File: src/rtl/bvs_pkg.sv
// Shared definitions for the battery voltage smoother: sequencer states,
// configuration register indexes, reset values and field widths.
// No dependencies.
package bvs_pkg;

    localparam int WINDOW_DEFAULT = 16;

    localparam int ADC_W      = 12;
    localparam int MV_W       = 16;
    localparam int DELTA_W    = 17;
    localparam int SMOOTH_W   = 24;
    localparam int CFG_IDX_W  = 3;
    localparam int CFG_DATA_W = 24;
    localparam int MUL_W      = 25;

    localparam logic [CFG_IDX_W-1:0] CFG_GAIN      = 3'd0;
    localparam logic [CFG_IDX_W-1:0] CFG_OFFSET    = 3'd1;
    localparam logic [CFG_IDX_W-1:0] CFG_COEFF     = 3'd2;
    localparam logic [CFG_IDX_W-1:0] CFG_THRESHOLD = 3'd3;
    localparam logic [CFG_IDX_W-1:0] CFG_FLOOR     = 3'd4;

    localparam logic [23:0] GAIN_RESET      = 24'd580859;
    localparam logic [10:0] OFFSET_RESET    = 11'd100;
    localparam logic [16:0] COEFF_RESET     = 17'd13107;
    localparam logic [16:0] COEFF_ONE       = 17'd65536;
    localparam logic [15:0] THRESHOLD_RESET = 16'd100;
    localparam logic [15:0] FLOOR_RESET     = 16'd200;

    typedef enum logic [2:0] {
        ST_IDLE,
        ST_SCALE,
        ST_ACCUM,
        ST_DIVIDE,
        ST_FILTER_MUL,
        ST_FILTER
    } state_t;

    // Control strobes from the sequencer to the datapath.
    typedef struct packed {
        logic s_ready;
        logic mul_en;
        logic mul_filter;
        logic acc_en;
        logic div_start;
        logic avg_en;
        logic res_en;
    } ctrl_t;

endpackage

File: src/rtl/bvs_div.sv
// Restoring shift-subtract divider, one quotient bit per cycle.
// Depends on nothing outside this file.
module bvs_div #(
    parameter int DVD_W = 20,
    parameter int DVS_W = 5,
    parameter int QUO_W = 16
) (
    input  logic             aclk,
    input  logic             aresetn,
    input  logic             start,
    input  logic [DVD_W-1:0] dividend,
    input  logic [DVS_W-1:0] divisor,
    output logic             done,
    output logic [QUO_W-1:0] quotient
);

    localparam int CNT_W = $clog2(DVD_W + 1);

    logic [DVD_W-1:0] work_reg;     // dividend bits shift out, quotient bits shift in
    logic [DVS_W-1:0] rem_reg;
    logic [DVS_W-1:0] dvs_reg;
    logic [CNT_W-1:0] cnt_reg;
    logic             busy_reg;
    logic             done_reg;

    logic [DVS_W:0]   trial;
    logic             fits;

    assign trial = {rem_reg, work_reg[DVD_W-1]};
    assign fits  = trial >= {1'b0, dvs_reg};

    always_ff @(posedge aclk) begin
        if (!aresetn) begin
            busy_reg <= 1'b0;
            done_reg <= 1'b0;
            cnt_reg  <= '0;
        end else begin
            done_reg <= 1'b0;
            if (start) begin
                busy_reg <= 1'b1;
                cnt_reg  <= CNT_W'(DVD_W);
            end else if (busy_reg) begin
                cnt_reg <= cnt_reg - 1'b1;
                if (cnt_reg == CNT_W'(1)) begin
                    busy_reg <= 1'b0;
                    done_reg <= 1'b1;
                end
            end
        end
    end

    always_ff @(posedge aclk) begin
        if (start) begin
            work_reg <= dividend;
            rem_reg  <= '0;
            dvs_reg  <= divisor;
        end else if (busy_reg) begin
            // The remainder stays below the divisor, so its top bit drops cleanly.
            rem_reg  <= fits ? DVS_W'(trial - {1'b0, dvs_reg}) : trial[DVS_W-1:0];
            work_reg <= {work_reg[DVD_W-2:0], fits};
        end
    end

    assign done     = done_reg;
    assign quotient = work_reg[QUO_W-1:0];

endmodule

File: src/rtl/battery_voltage_smoother.sv
// Inputs are taken one at a time: a new reading is accepted only after the previous
// result has been registered. The serial divider, one quotient bit per cycle over
// the running sum, sets the throughput.
// One shared 25x25 multiplier serves both the ADC scaling and the filter step.
// Reset (synchronous, active low) restores register defaults and clears sum,
// fill count, write index and smoothed value; the reading ring is not cleared.
module battery_voltage_smoother #(
    parameter int WINDOW = bvs_pkg::WINDOW_DEFAULT
) (
    input  logic                            aclk,
    input  logic                            aresetn,
    input  logic                            s_valid,
    output logic                            s_ready,
    input  logic [bvs_pkg::ADC_W-1:0]       s_adc_code,
    output logic                            m_valid,
    input  logic                            m_ready,
    output logic [bvs_pkg::MV_W-1:0]        m_smoothed_mv,
    output logic signed [bvs_pkg::DELTA_W-1:0] m_delta_mv,
    output logic                            m_settled,
    input  logic                            cfg_valid,
    output logic                            cfg_ready,
    input  logic [bvs_pkg::CFG_IDX_W-1:0]   cfg_index,
    input  logic [bvs_pkg::CFG_DATA_W-1:0]  cfg_data
);

    localparam int SUM_W = $clog2(WINDOW * 65535 + 1);
    localparam int CNT_W = $clog2(WINDOW + 1);
    localparam int IDX_W = (WINDOW > 1) ? $clog2(WINDOW) : 1;
    localparam int MV_W  = bvs_pkg::MV_W;
    localparam int SM_W  = bvs_pkg::SMOOTH_W;
    localparam int M_W   = bvs_pkg::MUL_W;

    // Configuration registers.
    logic [23:0]        gain_reg;
    logic signed [10:0] offset_reg;
    logic [16:0]        coeff_reg;
    logic [15:0]        thr_reg;
    logic [15:0]        floor_reg;

    // Sequencer.
    bvs_pkg::state_t state_reg, state_next;
    bvs_pkg::ctrl_t  ctrl;

    // Datapath state.
    logic [bvs_pkg::ADC_W-1:0] code_reg;
    logic [MV_W-1:0]           ring_mem [WINDOW];
    logic [MV_W-1:0]           ring_rd_reg;
    logic [SUM_W-1:0]          sum_reg, sum_next;
    logic [CNT_W-1:0]          fill_reg, fill_next;
    logic [IDX_W-1:0]          widx_reg, widx_next;
    logic [SM_W-1:0]           smooth_reg;
    logic [MV_W-1:0]           avg_reg;
    logic signed [2*M_W-1:0]   mul_p_reg;

    logic                      m_valid_reg;
    logic [MV_W-1:0]           smoothed_reg;
    logic [bvs_pkg::DELTA_W-1:0] delta_reg;
    logic                      settled_reg;

    logic out_free;
    logic div_done;
    logic [MV_W-1:0] div_quo;

    // ---------------- configuration port ----------------
    assign cfg_ready = 1'b1;

    always_ff @(posedge aclk) begin
        if (!aresetn) begin
            gain_reg   <= bvs_pkg::GAIN_RESET;
            offset_reg <= bvs_pkg::OFFSET_RESET;
            coeff_reg  <= bvs_pkg::COEFF_RESET;
            thr_reg    <= bvs_pkg::THRESHOLD_RESET;
            floor_reg  <= bvs_pkg::FLOOR_RESET;
        end else if (cfg_valid) begin
            case (cfg_index)
                bvs_pkg::CFG_GAIN:      gain_reg   <= cfg_data[23:0];
                bvs_pkg::CFG_OFFSET:    offset_reg <= cfg_data[10:0];
                bvs_pkg::CFG_COEFF:     coeff_reg  <= cfg_data[16:0];
                bvs_pkg::CFG_THRESHOLD: thr_reg    <= cfg_data[15:0];
                bvs_pkg::CFG_FLOOR:     floor_reg  <= cfg_data[15:0];
                default: ;
            endcase
        end
    end

    // ---------------- sequencer ----------------
    assign out_free = !m_valid_reg || m_ready;

    always_comb begin
        state_next = state_reg;
        case (state_reg)
            bvs_pkg::ST_IDLE:       if (s_valid) state_next = bvs_pkg::ST_SCALE;
            bvs_pkg::ST_SCALE:      state_next = bvs_pkg::ST_ACCUM;
            bvs_pkg::ST_ACCUM:      state_next = bvs_pkg::ST_DIVIDE;
            bvs_pkg::ST_DIVIDE:     if (div_done) state_next = bvs_pkg::ST_FILTER_MUL;
            bvs_pkg::ST_FILTER_MUL: state_next = bvs_pkg::ST_FILTER;
            bvs_pkg::ST_FILTER:     if (out_free) state_next = bvs_pkg::ST_IDLE;
            default:                state_next = bvs_pkg::ST_IDLE;
        endcase
    end

    always_comb begin
        ctrl = '0;
        case (state_reg)
            bvs_pkg::ST_IDLE:       ctrl.s_ready = 1'b1;
            bvs_pkg::ST_SCALE:      ctrl.mul_en = 1'b1;
            bvs_pkg::ST_ACCUM: begin
                ctrl.acc_en    = 1'b1;
                ctrl.div_start = 1'b1;
            end
            bvs_pkg::ST_DIVIDE:     ctrl.avg_en = div_done;
            bvs_pkg::ST_FILTER_MUL: begin
                ctrl.mul_en     = 1'b1;
                ctrl.mul_filter = 1'b1;
            end
            bvs_pkg::ST_FILTER:     ctrl.res_en = out_free;
            default: ;
        endcase
    end

    always_ff @(posedge aclk) begin
        if (!aresetn) begin
            state_reg <= bvs_pkg::ST_IDLE;
        end else begin
            state_reg <= state_next;
        end
    end

    assign s_ready = ctrl.s_ready;

    always_ff @(posedge aclk) begin
        if (s_valid && ctrl.s_ready) begin
            code_reg <= s_adc_code;
        end
    end

    // ---------------- shared multiplier ----------------
    logic [16:0]             coeff_eff;
    logic signed [M_W-1:0]   diff;
    logic signed [M_W-1:0]   mul_a, mul_b;

    assign coeff_eff = (coeff_reg > bvs_pkg::COEFF_ONE) ? bvs_pkg::COEFF_ONE : coeff_reg;
    assign diff = $signed({1'b0, avg_reg, 8'h00}) - $signed({1'b0, smooth_reg});

    always_comb begin
        if (ctrl.mul_filter) begin
            mul_a = diff;
            mul_b = $signed({8'h00, coeff_eff});
        end else begin
            mul_a = $signed({13'h0000, code_reg});
            mul_b = $signed({1'b0, gain_reg});
        end
    end

    always_ff @(posedge aclk) begin
        if (ctrl.mul_en) begin
            mul_p_reg <= mul_a * mul_b;
        end
    end

    // ---------------- scaling and window accumulation ----------------
    logic [19:0]        scaled;
    logic signed [21:0] rd_sum;
    logic [MV_W-1:0]    reading;
    logic               ring_full;

    assign scaled = mul_p_reg[35:16];
    assign rd_sum = $signed({2'b00, scaled}) + $signed({{11{offset_reg[10]}}, offset_reg});

    always_comb begin
        if (rd_sum < 0) begin
            reading = '0;
        end else if (rd_sum > 22'sd65535) begin
            reading = '1;
        end else begin
            reading = rd_sum[MV_W-1:0];
        end
    end

    assign ring_full = fill_reg >= CNT_W'(WINDOW);

    always_comb begin
        if (ring_full) begin
            sum_next  = sum_reg + SUM_W'(reading) - SUM_W'(ring_rd_reg);
            fill_next = fill_reg;
        end else begin
            sum_next  = sum_reg + SUM_W'(reading);
            fill_next = fill_reg + 1'b1;
        end
        if ((IDX_W + 1)'(widx_reg) + 1'b1 >= (IDX_W + 1)'(WINDOW)) begin
            widx_next = '0;
        end else begin
            widx_next = widx_reg + 1'b1;
        end
    end

    // Ring read is registered; the write index does not move between the
    // read and the accumulate step, so the oldest reading is ready in time.
    always_ff @(posedge aclk) begin
        ring_rd_reg <= ring_mem[widx_reg];
        if (ctrl.acc_en) begin
            ring_mem[widx_reg] <= reading;
        end
    end

    always_ff @(posedge aclk) begin
        if (!aresetn) begin
            sum_reg  <= '0;
            fill_reg <= '0;
            widx_reg <= '0;
        end else if (ctrl.acc_en) begin
            sum_reg  <= sum_next;
            fill_reg <= fill_next;
            widx_reg <= widx_next;
        end
    end

    bvs_div #(
        .DVD_W (SUM_W),
        .DVS_W (CNT_W),
        .QUO_W (MV_W)
    ) u_div (
        .aclk     (aclk),
        .aresetn  (aresetn),
        .start    (ctrl.div_start),
        .dividend (sum_next),
        .divisor  (fill_next),
        .done     (div_done),
        .quotient (div_quo)
    );

    always_ff @(posedge aclk) begin
        if (ctrl.avg_en) begin
            avg_reg <= div_quo;
        end
    end

    // ---------------- filter step and result ----------------
    logic signed [33:0] step;
    logic signed [33:0] nv_raw;
    logic [SM_W-1:0]    nv;
    logic signed [SM_W:0] d;
    logic [SM_W:0]      mag_full;
    logic [SM_W-1:0]    mag;
    logic [MV_W-1:0]    mag_mv;

    // The product shifted right arithmetically is the floor of prod / 65536.
    assign step   = $signed(mul_p_reg[49:16]);
    assign nv_raw = $signed({10'h000, smooth_reg}) + step;

    always_comb begin
        if (nv_raw < 0) begin
            nv = '0;
        end else if (nv_raw > 34'sh0FFFFFF) begin
            nv = '1;
        end else begin
            nv = nv_raw[SM_W-1:0];
        end
    end

    assign d        = $signed({1'b0, nv}) - $signed({1'b0, smooth_reg});
    assign mag_full = d[SM_W] ? (SM_W + 1)'(-d) : d;
    assign mag      = mag_full[SM_W-1:0];
    assign mag_mv   = mag[SM_W-1:8];

    always_ff @(posedge aclk) begin
        if (!aresetn) begin
            smooth_reg  <= '0;
            m_valid_reg <= 1'b0;
        end else begin
            if (ctrl.res_en) begin
                smooth_reg  <= (nv < {floor_reg, 8'h00}) ? '0 : nv;
                m_valid_reg <= 1'b1;
            end else if (m_ready) begin
                m_valid_reg <= 1'b0;
            end
        end
    end

    always_ff @(posedge aclk) begin
        if (ctrl.res_en) begin
            smoothed_reg <= (nv < {floor_reg, 8'h00}) ? '0 : nv[SM_W-1:8];
            delta_reg    <= d[SM_W] ? bvs_pkg::DELTA_W'(-{1'b0, mag_mv}) : {1'b0, mag_mv};
            settled_reg  <= mag < {thr_reg, 8'h00};
        end
    end

    assign m_valid       = m_valid_reg;
    assign m_smoothed_mv = smoothed_reg;
    assign m_delta_mv    = $signed(delta_reg);
    assign m_settled     = settled_reg;

endmodule
File: config.mk
export PLATFORM = sky130hd
export DESIGN_NAME = battery_voltage_smoother
export DESIGN_NICKNAME = d
export VERILOG_FILES = /design/src/rtl/bvs_pkg.sv /design/src/rtl/bvs_div.sv /design/src/rtl/battery_voltage_smoother.sv
export SDC_FILE = /design/constraint.sdc
export NUM_CORES = 2
export LEC_CHECK = 0
export BUFFER_PORTS_ARGS = -buffer_cell sky130_fd_sc_hd__buf_2
export CORE_UTILIZATION = 25
export DETAILED_ROUTE_END_ITERATION = 7
export GPL_TIMING_DRIVEN = 0
export PLACE_DENSITY = 0.37
export RECOVER_POWER = 50
export SETUP_SLACK_MARGIN = 0.2
export SYNTH_ARGS = -nofsm -noshare
export SYNTH_HDL_FRONTEND = slang
export SYNTH_SLANG_ARGS = --single-unit
File: constraint.sdc
create_clock -name aclk -period 22.7 [get_ports aclk]
set_clock_uncertainty 0.15 [all_clocks]
set_input_delay 5.675 -clock aclk [delete_from_list [all_inputs] [get_ports aclk]]
set_output_delay 5.675 -clock aclk [all_outputs]
set_load 0.005 [all_outputs]
==> impl_results.md <==
* Total number of vias at 35,091
* Routed metal-1 wirelength at 75,100 µm
* Failing checks: max-capacitance violations, max-slew violations
* WHS Endpoint: avg_reg[7]$_DFFE_PP_
* Most frequent cells in the layout: inv_1 (766), nand2_1 (651), fa_1 (638)
* Largest register FFs at 256
* Initial core utilization at 0.253
* CTS buffer count at 72
* Nets at 6,069
* Endpoints failing setup at 0
* GRT Residual Overflow at 0
* Vias per inst at 4.51
* Sw power at 3.17 mW
* Max Slew Vio Count at 94
* Crit path largest cell delay at 770 ps
* Number of DRC markers in iteration 0 at 2,019
* Cell taking the most area after synthesis: fa_1
* Internal at 3.69 mW
* Worst rel slew slack at -0.621
* Hold WS at 301 ps
* DR WL met3 at 5360 µm
* Detailed Place HPWL at 138,000 µm
* Setup tns final at 0 ps
* DIE AREA at 0.200 mm²
* Final hold vios at 0
* Post-CTS resize count at 0
* Worst setup SP type: flip-flop
* Routed WL at 167,000 µm
* Worst path required time at 22,950 ps
* Row count at 162
* Total Routing Usage GR at 0.170
* Worst Reg-to-Reg Cells at 32
* Status: finished, violations left
* Post-route clock period utilization at 0.531
* Initial antenna violation count at 5
* Most common cell after layout, fill and taps aside: inv_1
* Post-synth EDFFs at 377
* CP arrival at 12,300 ps
* Yosys warning total at 0
* Residual DRC count at 0
* Post-CTS Setup Inserts at 0
* Post-route ant nets at 0
* Mapped Area at 0.0495 mm²
* CP max stage cell: clkbuf_1
* Top Family by Delay on Critical Path: compound AO/OA/AOI/OAI gates
* I/O pin count at 81
* DIE WIDTH at 447 µm
* CP Capture Type: flip-flop
* Post-synth ARST share at 0
* Cell area after layout at 0.0564 mm²
* Clock slew at reported path FFs at 60 ps
* Clock Latency Late Sink at 700 ps
* Met2 WL at 81,700 µm
* Worst hold start: u_div.work_reg[7]$_DFFE_PP_
* Synth area leaders: fa_1 (26%), edfxtp_1 (23%), ha_1 (7.5%), dfxtp_1 (6.8%), inv_1 (5.8%)
* Core Box Area at 0.196 mm²
* Clock sinks at 546
* WP buf/inv at 7
* Flop2flop setup slack at 10,650 ps
* Synth cell types at 108
* Syn_area_per_cell at 10.3 µm²
* Crit path max fanout at 10
* CP Depth at 32
* Cts hold-fix bufs at 0
* Combinational power share at 0.626
* Final Wtd Congestion at 0.883
* Area growth from synthesis to layout at 14.0%
* Number of global-route vias before repair at 36,690
* DR pass1 iterations at 5
* Least-Margin Pin Slew at 2420 ps
* Largest net degree at the start of global routing at 29
* Most frequent cell on the critical path: fa_1
* Max VDD drop at 126 µV
* Total Power at 6.86 mW
* Reg2reg start: state_reg[1]$_SDFFE_PN0P_
* Share of power burned in registers at 0.198
* Seq/Total Area, Yosys at 0.297
* CTS tree: yes
* RR Endpoint: mul_p_reg[46]$_DFFE_PP_
* Synth Register Bits at 546
* Top Metal Used: met4
* Share of cells above drive strength 1 at 0.0711
* Max-cap violations at 5
* Wire per inst at 21.4 µm
* Post-DP Area at 0.0542 mm²
* Clock Root Buffer: clkbuf_16
* Switching share of power at 0.462
* Htree depth at 3
* Hold path depth at 0
* Yosys top cell area share at 0.258
* WS Path Type: reg2reg
* Die span in y at 447 µm
* Fmax at 0.0830 GHz
* Max Buffers Root-to-Sink at 3
* Tmin final at 12,050 ps
* Clock Power Share at 0.175
* IO Port Bufs at 79
* Leak pwr at 23.3 nW
* Synth Instances at 4,805
* Pwr dens at 122 mW/mm²
* RSZ-0062 raised after global routing: no
* Main synth FF type: edfxtp_1
* Global-route wire length before repair at 249,000 µm
* Hold crit path type: reg2reg
-- per-stage QoR --
step	setup WS, ps	util	std cells
finish	10650	0.288	7777
global route	9980	0.288	7775
CTS	10600	0.290	7774
detailed placement	10630	0.277	7640
global placement	10170	0.273	7605
floorplan	13030	-	4902
-- power by group through the flow --
stage / logic (mW) / registers [mW] / clock network [mW]
2_1_floorplan: 3.05 / 1.34 / 0
3_5_place_dp: 4.33 / 1.38 / 0
5_1_grt: 4.84 / 1.37 / 1.27
3_3_place_gp: 4.33 / 1.39 / 0
6_report: 4.30 / 1.36 / 1.20
4_1_cts: 4.36 / 1.36 / 1.24
-- Yosys cell counts, types with 89 or more instances --
| cell type | count |
|---|---|
| clkbuf_1 | 160 |
| xnor2_1 | 122 |
| edfxtp_1 | 377 |
| fa_1 | 638 |
| a21oi_1 | 153 |
| inv_1 | 766 |
| o21ai_0 | 97 |
| nor2_1 | 314 |
| dfxtp_1 | 169 |
| nand3_1 | 89 |
| ha_1 | 297 |
| and3_1 | 92 |
| nand2_1 | 651 |
-- final cells by class --
cell class,count,area (µm²)
Fill cell,20808,139000
Buffer,192,759
Multi-Input combinational cell,3397,31600
Timing Repair Buffer,114,688
Clock buffer,97,1980
Inverter,767,2880
Tap cell,2624,3280
Clock inverter,37,519
Sequential cell,546,14700
Antenna cell,3,7.51
-- kinds of logic after synthesis --
| family | share of synthesized area |
|---|---|
| other cells | 0.000152 |
| flops | 0.297 |
| fa+ha+maj | 0.333 |
| mux | 0.0413 |
| xor+xnor | 0.0334 |
| compound gates | 0.0936 |
| buf+inv | 0.0736 |
| simple gates | 0.127 |
-- worst max path at each step --
stage,startpoint,to,slack (ps)
detailed placement,state_reg[1]$_SDFFE_PN0P_,mul_p_reg[46]$_DFFE_PP_,10630
global placement,smooth_reg[0]$_SDFFE_PN0P_,mul_p_reg[49]$_DFFE_PP_,10170
finish,state_reg[1]$_SDFFE_PN0P_,mul_p_reg[46]$_DFFE_PP_,10650
floorplan,smooth_reg[8]$_SDFFE_PN0P_,mul_p_reg[46]$_DFFE_PP_,13030
global route,state_reg[1]$_SDFFE_PN0P_,mul_p_reg[46]$_DFFE_PP_,9980
CTS,state_reg[1]$_SDFFE_PN0P_,mul_p_reg[46]$_DFFE_PP_,10600
-- routing by layer --
layer / track usage / vias to the layer above
li1: - / 16371
met5: 0 / -
met3: 0.0178 / 159
met4: 0.0470 / 0
met2: 0.289 / 579
met1: 0.228 / 17982
Power figures use the tool's default switching activity.
